`src/sv/assert_macros.svh`:
```
// Assertion macros used by the top-level RTL file of the console buss output stage.
// Each macro expects the clock aclk and the active-low reset aresetn in scope.
`ifndef ASSERT_MACROS_SVH
`define ASSERT_MACROS_SVH

// Same-cycle implication, disabled during reset.
`define ASSERT_IMPL(lbl, ante, cons, msg) \
    lbl: assert property (@(posedge aclk) disable iff (!aresetn) (ante) |-> (cons)) \
        else $error(msg);

// Next-cycle implication, disabled during reset.
`define ASSERT_NEXT(lbl, ante, cons, msg) \
    lbl: assert property (@(posedge aclk) disable iff (!aresetn) (ante) |=> (cons)) \
        else $error(msg);

`endif

```
`src/sv/cbsfc_ram.sv`:
```
// Generic synchronous RAM with one write port and one registered read port.
// No dependencies.
`default_nettype none

module cbsfc_ram #(
    parameter int WIDTH  = 40,
    parameter int DEPTH  = 3,
    parameter int ADDR_W = $clog2(DEPTH)
) (
    input  wire logic              aclk,
    input  wire logic              we,
    input  wire logic [ADDR_W-1:0] waddr,
    input  wire logic [WIDTH-1:0]  wdata,
    input  wire logic [ADDR_W-1:0] raddr,
    output logic      [WIDTH-1:0]  rdata
);

    logic [WIDTH-1:0] mem [DEPTH];
    logic [WIDTH-1:0] rdata_reg;

    always_ff @(posedge aclk) begin
        if (we) begin
            mem[waddr] <= wdata;
        end
        rdata_reg <= mem[raddr];
    end

    assign rdata = rdata_reg;

endmodule

`default_nettype wire

```
`config.mk`:
```
export PLATFORM = sky130hd
export DESIGN_NAME = cbsfc_ram
export DESIGN_NICKNAME = d
export VERILOG_FILES = /design/src/sv/assert_macros.svh /design/src/sv/cbsfc_ram.sv
export SDC_FILE = /design/constraint.sdc
export NUM_CORES = 1
export LEC_CHECK = 0
export CAP_MARGIN = 25
export CORE_MARGIN = 4
export CORE_UTILIZATION = 35
export CTS_CLUSTER_SIZE = 12
export DETAILED_ROUTE_END_ITERATION = 10
export DONT_BUFFER_PORTS = 1
export PLACE_DENSITY = 0.58
export SLEW_MARGIN = 20
export SYNTH_ARGS = -nofsm -noshare
export SYNTH_HDL_FRONTEND = slang
export SYNTH_SLANG_ARGS = --single-unit
```
`constraint.sdc`:
```
create_clock -name aclk -period 4.4 [get_ports aclk]
set_clock_uncertainty 0.15 [all_clocks]
set_input_delay 0.22 -clock aclk [delete_from_list [all_inputs] [get_ports aclk]]
set_output_delay 0.22 -clock aclk [all_outputs]
set_load 0.02 [all_outputs]
```
==> qor.txt <==
Die H - 131.4 um
RR Startpoint - mem[1][10]
Area of the core - 14700 um^2
CP arrival - 1.55 ns
Initial core utilization - 0.3624
Clock power share - 0.439
Worst slew pin tran - 0.7186 ns
CTS tree - built
Commonest non-fill, non-tap cell in the layout - edfxtp_1
Register share of total power - 0.522
Critical path origin - mem[1][10]
CTS H-tree lvls - 4
Fin crit period - 1.403 ns
Seq/Total Area, Yosys - 0.8269
Final setup margin - 2.997 ns
DPL Wire Length - 4.536 mm
Critical Path Source Type - flop
DRC Markers - 0
HP Start - raddr[1]
Syn-to-layout area delta - 22.53%
Initial antenna violation count - 0
Max FFs per register - 120
Crit Path Max Fanout - 1
Status - finished clean
Final hold slack - 0.06152 ns
Mapped Area - 5326 um^2
Die area - 17260 um^2
Crit end category - flop
Layout filler cell count - 1288
Net Sw Frac - 0.1974
Largest net degree at the start of global routing - 81
Clk slew on worst S/H paths - 0.06 ns
Unrepaired setup endpoints after global routing - no
Synth cell types - 12
Post-Syn Nets - 343
Global Route Usage Sum - 0.1044
Clock latency on the worst-skew pair - 0.41 ns
Post-Place Setup Slack - 2.627 ns
Static Leak - 2.332 nW
Drt wl/cell - 15.66 um
First-pass GRT wire length - 13.46 mm
Routed Antenna Nets - 0
Row count - 44
Nets - 392
Clock sinks - 160
Slew headroom - 0.5210
CP Data Required Time - 4.55 ns
Critical path class - flop to flop
Synthesis-stage register bit count - 160
# IOs - 86
Post-Syn Instances - 297
Peak Freq - 712.8 MHz
CTS Buf Count - 17
Via count - 2454
Combinational power share - 0.039
Max VDD drop - 0.0002421 V
Ys Warns - 0
Setup tns final - 0 ns
DRT Pass-1 Iters - 4
Max cap viols - 0
Fraction of layout cells with a size suffix above 1 - 0.1031
Overflow after GRT - 0
DR iter-0 viols - 118
Clock buffer depth - 2
Final Setup Violations - 0
Root Driver - clkbuf_16
Post-CTS setup buffers - 0
Final Cycle Share - 0.3189
Final Slew Violations - 0
Commonest non-fill, non-tap cells in the layout - edfxtp_1, dlygate4sd3_1, mux2i_1, nand2_1, dfxtp_1
Int Power - 2.732 mW
Routed wire length - 8.505 mm
Port bufs - 0
Switching power total - 672.1 uW
Power Density - 521.6 nW/um^2
Final Hold Viols - 0
Syn Area/Cell - 17.93 um^2
N_diodes - 0
Via/cell ratio - 4.519
Vias in the first global route - 2541
Die width - 131.4 um
Hold WC Path Type - input port to flop
RePlAce Congestion - 0.6225
Total power draw - 3.404 mW
-- logic make-up (layout without fill, tap and decap cells) --
logic type,count (synthesis),in the layout,share of synthesized area
muxes,40,40,0.07517
DFF,160,160,0.8269
AOI/OAI and AO/OA,40,40,0.03970
buffers and inverters,14,76,0.02537
and+or+nand+nor,43,43,0.03289
-- cells in the mapped netlist, drive strengths merged --
library cell,number,share of area
buf,14,0.025
nor3b,1,0.0014
dfxtp,40,0.15
mux2i,40,0.075
edfxtp,120,0.68
o21ai,40,0.040
nand2,40,0.028
and3b,2,0.0033
-- per-layer routing --
metal  wire length (um)  vias to the layer above  track usage
met5                  0                        -            0
met4                110                        0      0.04551
met3                433                       10      0.05008
met2               4306                       61       0.1754
met1               3655                     1182       0.1129
li1                   -                     1201            -
-- area by class of cell --
class	count	area, um^2	share of cell area
clock inverter	9	128.9	0.01975
clock buffer	23	490.5	0.07515
tap	184	230.2	0.03528
sequential	160	4404	0.6748
timing repair buffer	44	473.0	0.07247
multi-input combinational	123	799.5	0.1225
-- power by group through the flow --
stage	Combinational, mW	Sequential (mW)	Clock (mW)
floorplan	0.0799	1.80	0
global placement	0.0684	1.81	0
detailed placement	0.0705	1.81	0
CTS	0.136	1.78	1.54
global route	0.150	1.78	1.61
finish	0.132	1.78	1.50
-- stage by stage --
step | std cells | util | area [um^2]
after global routing | 543 | 0.4440 | 6526
after global placement | 468 | 0.3699 | 5436
after CTS | 543 | 0.4437 | 6521
after floorplan | 297 | - | 5326
final | 543 | 0.4440 | 6526
after detailed placement | 468 | 0.3699 | 5436
-- worst paths after layout --
check / cells after the start / end / slack, ns
worst max-delay path: 3 / rdata[10] / 3.00
worst min-delay path: 2 / rdata[27] / 0.06
worst max register to register: 3 / rdata[10] / 3.00
worst min register to register: 2 / rdata[27] / 0.29
-- timing repair --
action,4_1_cts,5_1_grt
hold buffers,43,0
resized for setup,0,0
hold endpoints to repair,160,0
endpoints found under the setup margin,0,0
-- critical path: stages (launching register included) --
cell and delay [ns]:
edfxtp_1 0.36, mux2i_1 0.18, o21ai_2 0.06, dlygate4sd3_1 0.55
No activity file was read; power rests on OpenSTA's default activity.
