## src/sv/assert_macros.svh

```systemverilog
// Assertion macros used by the top-level RTL file of the console buss output stage.
// Each macro expects the clock aclk and the active-low reset aresetn in scope.
`ifndef ASSERT_MACROS_SVH
`define ASSERT_MACROS_SVH

// Same-cycle implication, disabled during reset.
`define ASSERT_IMPL(lbl, ante, cons, msg) \
    lbl: assert property (@(posedge aclk) disable iff (!aresetn) (ante) |-> (cons)) \
        else $error(msg);

// Next-cycle implication, disabled during reset.
`define ASSERT_NEXT(lbl, ante, cons, msg) \
    lbl: assert property (@(posedge aclk) disable iff (!aresetn) (ante) |=> (cons)) \
        else $error(msg);

`endif

```

## src/sv/cbsfc_pkg.sv

```systemverilog
// Package of the console buss output stage: widths, register indexes, fixed-point
// constants and the rounding, saturation and reciprocal helpers. No dependencies.
`default_nettype none

package cbsfc_pkg;

    localparam int SAMPLE_W    = 32;
    localparam int GAIN_W      = 26;
    localparam int COEF_W      = 32;
    localparam int STATE_W     = 40;
    localparam int MUL_W       = 34;
    localparam int PROD_W      = 68;
    localparam int CFG_INDEX_W = 3;
    localparam int RAM_DEPTH   = 3;
    localparam int RAM_ADDR_W  = 2;
    localparam int DIV_STEPS   = 6;

    typedef logic signed [MUL_W-1:0]    mul_op_t;
    typedef logic signed [PROD_W-1:0]   prod_t;
    typedef logic signed [SAMPLE_W-1:0] sample_t;
    typedef logic signed [STATE_W-1:0]  fstate_t;
    typedef logic [CFG_INDEX_W-1:0]     cfg_index_t;
    typedef logic [RAM_ADDR_W-1:0]      ram_addr_t;

    localparam cfg_index_t CFG_FILTER_ENABLE = 3'd0;
    localparam cfg_index_t CFG_COEF_A0       = 3'd1;
    localparam cfg_index_t CFG_COEF_B1       = 3'd2;
    localparam cfg_index_t CFG_COEF_B2       = 3'd3;
    localparam cfg_index_t CFG_DELAY_SPACING = 3'd4;

    localparam ram_addr_t ADDR_S1   = 2'd0;
    localparam ram_addr_t ADDR_S2   = 2'd1;
    localparam ram_addr_t ADDR_HELD = 2'd2;

    localparam sample_t HALF_PI_Q24 = 32'sd26353589;
    localparam sample_t FOUR_Q24    = 32'sd67108864;
    localparam sample_t CLIP_THRESH = 32'sd16022117;
    localparam sample_t NEG_THRESH  = -32'sd16022117;
    localparam sample_t CLIP_BASE   = 32'sd11841708;
    localparam sample_t NEG_BASE    = -32'sd11841708;
    localparam sample_t CLIP_MUL    = 32'sd4377424;
    localparam sample_t REL_BASE    = 32'sd4180407;
    localparam sample_t NEG_REL     = -32'sd4180407;
    localparam sample_t REL_MUL     = 32'sd12399790;
    localparam sample_t ONE_Q30     = 32'sd1073741824;

    // Exact reciprocals for the series divisors 156, 110, 72, 42, 20 and 6 on
    // 32-bit dividends: ceil(2^(32+l)/d) with l = ceil(log2(d)).
    localparam logic [63:0] DIV_MUL_0 = ((64'd1 << 40) + 64'd155) / 64'd156;
    localparam logic [63:0] DIV_MUL_1 = ((64'd1 << 39) + 64'd109) / 64'd110;
    localparam logic [63:0] DIV_MUL_2 = ((64'd1 << 39) + 64'd71) / 64'd72;
    localparam logic [63:0] DIV_MUL_3 = ((64'd1 << 38) + 64'd41) / 64'd42;
    localparam logic [63:0] DIV_MUL_4 = ((64'd1 << 37) + 64'd19) / 64'd20;
    localparam logic [63:0] DIV_MUL_5 = ((64'd1 << 35) + 64'd5) / 64'd6;

    function automatic logic [32:0] div_mul(input logic [2:0] k);
        logic [32:0] m;
        case (k)
            3'd0: m = DIV_MUL_0[32:0];
            3'd1: m = DIV_MUL_1[32:0];
            3'd2: m = DIV_MUL_2[32:0];
            3'd3: m = DIV_MUL_3[32:0];
            3'd4: m = DIV_MUL_4[32:0];
            3'd5: m = DIV_MUL_5[32:0];
            default: m = DIV_MUL_0[32:0];
        endcase
        return m;
    endfunction

    function automatic logic [29:0] div_quot(input prod_t p, input logic [2:0] k);
        prod_t s;
        case (k)
            3'd0: s = p >>> 40;
            3'd1: s = p >>> 39;
            3'd2: s = p >>> 39;
            3'd3: s = p >>> 38;
            3'd4: s = p >>> 37;
            3'd5: s = p >>> 35;
            default: s = p >>> 40;
        endcase
        return s[29:0];
    endfunction

    // Round to nearest, ties toward plus infinity.
    function automatic prod_t rnd_shift(input prod_t v, input int unsigned sh);
        prod_t half;
        half = prod_t'(1) <<< (sh - 1);
        return (v + half) >>> sh;
    endfunction

    function automatic sample_t clamp_sym(input prod_t v, input sample_t lim);
        sample_t r;
        if (v > prod_t'(lim)) begin
            r = lim;
        end else if (v < -prod_t'(lim)) begin
            r = -lim;
        end else begin
            r = v[SAMPLE_W-1:0];
        end
        return r;
    endfunction

    function automatic sample_t sat32(input prod_t v);
        sample_t r;
        if (v > prod_t'(32'sh7FFF_FFFF)) begin
            r = 32'sh7FFF_FFFF;
        end else if (v < -prod_t'(33'sh0_8000_0000)) begin
            r = -32'sh8000_0000;
        end else begin
            r = v[SAMPLE_W-1:0];
        end
        return r;
    endfunction

    function automatic fstate_t sat40(input prod_t v);
        fstate_t r;
        if (v > prod_t'(41'sh0_7F_FFFF_FFFF)) begin
            r = 40'sh7F_FFFF_FFFF;
        end else if (v < -prod_t'(42'sh0_80_0000_0000)) begin
            r = -40'sh80_0000_0000;
        end else begin
            r = v[STATE_W-1:0];
        end
        return r;
    endfunction

endpackage

`default_nettype wire

```

## src/sv/cbsfc_mul.sv

```systemverilog
// Shared signed multiplier with a registered product.
// Depends on cbsfc_pkg for operand and product types.
`default_nettype none

module cbsfc_mul (
    input  wire logic              aclk,
    input  wire cbsfc_pkg::mul_op_t a,
    input  wire cbsfc_pkg::mul_op_t b,
    output cbsfc_pkg::prod_t        prod
);

    cbsfc_pkg::prod_t prod_reg;

    always_ff @(posedge aclk) begin
        prod_reg <= a * b;
    end

    assign prod = prod_reg;

endmodule

`default_nettype wire

```

## config.mk

```make
export PLATFORM = sky130hd
export DESIGN_NAME = cbsfc_mul
export DESIGN_NICKNAME = d
export VERILOG_FILES = /design/src/sv/assert_macros.svh /design/src/sv/cbsfc_pkg.sv /design/src/sv/cbsfc_mul.sv
export SDC_FILE = /design/constraint.sdc
export NUM_CORES = 2
export LEC_CHECK = 0
export ABC_AREA = 1
export BUFFER_PORTS_ARGS = -buffer_cell sky130_fd_sc_hd__buf_2
export CAP_MARGIN = 30
export CELL_PAD_IN_SITES_DETAIL_PLACEMENT = 1
export CELL_PAD_IN_SITES_GLOBAL_PLACEMENT = 1
export CORE_MARGIN = 4
export CORE_UTILIZATION = 40
export DETAILED_ROUTE_END_ITERATION = 8
export HOLD_SLACK_MARGIN = 0.08
export PLACE_DENSITY = 0.78
export SYNTH_ARGS = -nofsm -noshare
export SYNTH_HDL_FRONTEND = slang
export SYNTH_SLANG_ARGS = --single-unit
```

## constraint.sdc

```tcl
create_clock -name aclk -period 19.3 [get_ports aclk]
set_input_delay 3.86 -clock aclk [delete_from_list [all_inputs] [get_ports aclk]]
set_output_delay 3.86 -clock aclk [all_outputs]
set_load 0.03 [all_outputs]
```

==> impl_results.rst <==
.. list-table::
   :header-rows: 1

   * - Metric
     - Value
   * - Register bit count reported by yosys
     - 68
   * - Remaining design rule violation count
     - 0
   * - Final total negative setup slack
     - 0 ps
   * - Worst min-delay path class
     - input pin to register
   * - Resized cells post-CTS
     - 0
   * - Global-route total usage across every layer
     - 28.18%
   * - Overflow left after global routing
     - 0
   * - Worst Hold Path EP
     - prod[0]
   * - Router iterations before antenna repair
     - 5
   * - Violation count after the first detailed-route iteration
     - 2177
   * - Peak per-stage delay on the critical path
     - 910 ps
   * - Maximum clock frequency
     - 0.08854 GHz
   * - Worst path buffer plus inverter count
     - 5
   * - Effective utilization at floorplan
     - 40.37%
   * - RSZ-0062 raised after global routing
     - false
   * - Die Wd
     - 347.9 µm
   * - CP cell instances
     - buf_2 > nand2_1 > fa_1 > fa_1 > inv_1 > fa_1 > inv_1 > fa_1 > fa_1 > fa_1 > fa_1 > fa_1 > inv_1 > ha_1 > nand2_1 > nor2_1 > nand3_1 > inv_1 > nand2_1 > nor3_2 > nand2_1 > nand4_1 > nand2_1
   * - CTS tree
     - built
   * - Cell class contributing the biggest share of worst-path delay
     - adder cells
   * - Vias per cell
     - 4.988
   * - Mapped Avg Cell Area
     - 7.740 µm²
   * - Post-synthesis instance area
     - 46220 µm²
   * - Total core area
     - 114500 µm²
   * - Via count of the first global-routing pass
     - 44440
   * - Global-route wire length before repair
     - 256800 µm
   * - Number of different library cells in the post-synthesis netlist
     - 32
   * - Hold path depth
     - 4
   * - Die area
     - 121100 µm²
   * - Worst Path Arrival
     - 11570 ps
   * - Pins Over Slew Limit
     - 0
   * - Cell with the largest stage delay on the worst path
     - sky130_fd_sc_hd__fa_1
   * - Count of buffers inserted at the top-level ports
     - 136
   * - Hold path start
     - b[0]
   * - Gate Count Post-Synth
     - 5972
   * - Crit-path most repeated cell
     - sky130_fd_sc_hd__fa_1
   * - Number of vias in the routed layout
     - 37090
   * - Share of flip-flops with an asynchronous set or reset
     - 0%
   * - # clock sinks
     - 68
   * - Floorplan row count
     - 124
   * - Clock-pin slew on the worst setup and hold paths
     - 60 ps
   * - Number of hold-repair buffers added at the cts stage
     - 0
   * - Met3 layer usage reported by global route
     - 3.188%
   * - Total number of nets in the final design
     - 7428
   * - Maximum fanout along the worst path
     - 34
   * - Setup violators final
     - 0
   * - Worst slew pin tran
     - 1031 ps
   * - Relative max-transition margin
     - 31.27%
   * - Number of enable-type register cells in the synthesized netlist
     - 0
   * - Crit path capture type
     - register
   * - Met1 routing resource usage after global routing
     - 32.17%
   * - Grt peak-use layer
     - met2
   * - Maximum number of pins on one net before global-route repair
     - 36
   * - Most frequent cells in the layout
     - sky130_fd_sc_hd__inv_1, sky130_fd_sc_hd__nand2_1, sky130_fd_sc_hd__fa_1
   * - Share of post-route cells with drive strength above 1
     - 4.697%
   * - Height of the chip
     - 347.9 µm
   * - Detailed placement HPWL
     - 135200 µm
   * - Number of ports placed on the die boundary
     - 137
   * - Crit Path Class
     - input pin to register
   * - Most frequent standard cell in the layout excluding fill and tap cells
     - sky130_fd_sc_hd__inv_1
   * - Met2 track demand over resource
     - 50.20%
   * - Routability congestion estimate
     - 0.9509
   * - Number of max-cap violations
     - 0
   * - Hold Fails Final Rpt
     - 0
   * - Req. time, crit path
     - 19580 ps
   * - Min cycle time layout
     - 11290 ps
   * - Final antenna-violating net count
     - 0
   * - Startpoint kind of the worst setup timing path
     - input pin
   * - Run status
     - complete, no violations
   * - Period utilisation layout
     - 58.52%
   * - Worst hold-check slack
     - 4044 ps
   * - Synthesized net count
     - 7486
   * - Number of buffers inserted during clock tree synthesis
     - 9
   * - Count of H-tree levels built during CTS
     - 3
   * - Part of the Yosys area used for sequential elements
     - 2.945%
   * - CTS Root Buffer Type
     - sky130_fd_sc_hd__clkbuf_16
   * - Initial antenna violation count
     - 16
   * - Signed area change from the synthesized netlist to the final layout
     - 5.425%
   * - Max FFs per register
     - 68
   * - Total Wirelength
     - 164800 µm
   * - Number of warning messages in the yosys log
     - 0
   * - Setup fix buffers added after clock tree synthesis
     - 0
   * - Mean routed wirelength per cell
     - 22.16 µm
   * - Clock Path Buffers
     - 2
   * - Top FF cell, synth
     - sky130_fd_sc_hd__dfxtp_1
[cell type report]
class | instances | area [µm²]
fillers | 14200 | 65770
inverters | 2119 | 7954
clock inverters | 5 | 36.28
flip-flops and latches | 68 | 1361
diodes | 5 | 12.51
well taps | 1512 | 1892
multi-input cells | 3514 | 35890
repair buffers | 202 | 1341
clock buffers | 11 | 242.7
[synth_stat cells (2+ instances only)]
| cell type | n | area [µm²] |
|---|---|---|
| sky130_fd_sc_hd__xnor2_1 | 2 | 17.52 |
| sky130_fd_sc_hd__nand3b_1 | 3 | 22.52 |
| sky130_fd_sc_hd__nor3_4 | 2 | 32.53 |
| sky130_fd_sc_hd__xor2_1 | 33 | 289.0 |
| sky130_fd_sc_hd__nor3_2 | 5 | 50.05 |
| sky130_fd_sc_hd__a21oi_1 | 59 | 295.3 |
| sky130_fd_sc_hd__dfxtp_1 | 68 | 1361 |
| sky130_fd_sc_hd__o21bai_1 | 11 | 82.58 |
| sky130_fd_sc_hd__nor2_2 | 9 | 56.30 |
| sky130_fd_sc_hd__a21oi_2 | 4 | 35.03 |
| sky130_fd_sc_hd__o21ai_0 | 18 | 90.09 |
| sky130_fd_sc_hd__fa_1 | 1241 | 24840 |
| sky130_fd_sc_hd__nor2_1 | 115 | 431.7 |
| sky130_fd_sc_hd__inv_2 | 3 | 11.26 |
| sky130_fd_sc_hd__nand3_2 | 7 | 70.07 |
| sky130_fd_sc_hd__nand3_1 | 70 | 350.3 |
| sky130_fd_sc_hd__ha_1 | 204 | 2552 |
| sky130_fd_sc_hd__nand4_1 | 19 | 118.9 |
| sky130_fd_sc_hd__nand2_2 | 20 | 125.1 |
| sky130_fd_sc_hd__inv_1 | 2116 | 7943 |
| sky130_fd_sc_hd__nand2_1 | 1661 | 6235 |
| sky130_fd_sc_hd__or2_2 | 8 | 50.05 |
| sky130_fd_sc_hd__buf_1 | 2 | 7.510 |
| sky130_fd_sc_hd__nand2_4 | 2 | 22.52 |
| sky130_fd_sc_hd__clkbuf_1 | 269 | 1010 |
| sky130_fd_sc_hd__nor3_1 | 15 | 75.07 |
[worst max path at each step]
| stage | startpoint | endpoint | slack (ps) | cells past startpoint |
|---|---|---|---|---|
| 3_5_place_dp | a[33] | prod[62] | 7410 | 25 |
| 3_3_place_gp | a[33] | prod[59] | 7720 | 25 |
| 6_report | a[33] | prod[59] | 8010 | 23 |
| 5_1_grt | a[33] | prod[59] | 7530 | 23 |
| 2_1_floorplan | a[33] | prod[66] | 8620 | 24 |
| 4_1_cts | a[33] | prod[59] | 7770 | 25 |
[per-layer routing]
layer  share of wire (%)  vias up
li1                    -    15890
met1                  36    19310
met2                  50     1346
met3                 5.6      546
met4                 7.9        6
met5               0.027        -
[metrics by stage]
step | cell area [µm²] | instances | setup WS (ps) | util, %
2_1_floorplan | 46220 | 5972 | 8617 | -
3_3_place_gp | 48180 | 7403 | 7724 | 42.08
3_5_place_dp | 48320 | 7410 | 7407 | 42.20
4_1_cts | 48600 | 7426 | 7773 | 42.45
5_1_grt | 48720 | 7433 | 7534 | 42.55
6_report | 48730 | 7436 | 8006 | 42.56
[tightest hold or removal path, stage by stage]
cell,delay [ps]
sky130_fd_sc_hd__buf_2,90
sky130_fd_sc_hd__buf_4,260
sky130_fd_sc_hd__nand2_1,110
sky130_fd_sc_hd__inv_1,40
[logic make-up (layout without fill, tap and decap cells)]
logic type,Yosys count,count (layout),synth area share [%]
DFF,68,68,2.945
buffers and inverters,2390,2337,19.41
xor gates and xnor gates,35,35,0.6632
adders and majority gates,1445,1445,59.27
and+or+nand+nor,1939,1939,16.58
AOI/OAI and AO/OA,95,95,1.131
other,0,5,0
Power is not shown: default switching activity piles up to over one toggle a cycle in this logic, so the estimate is an artifact.
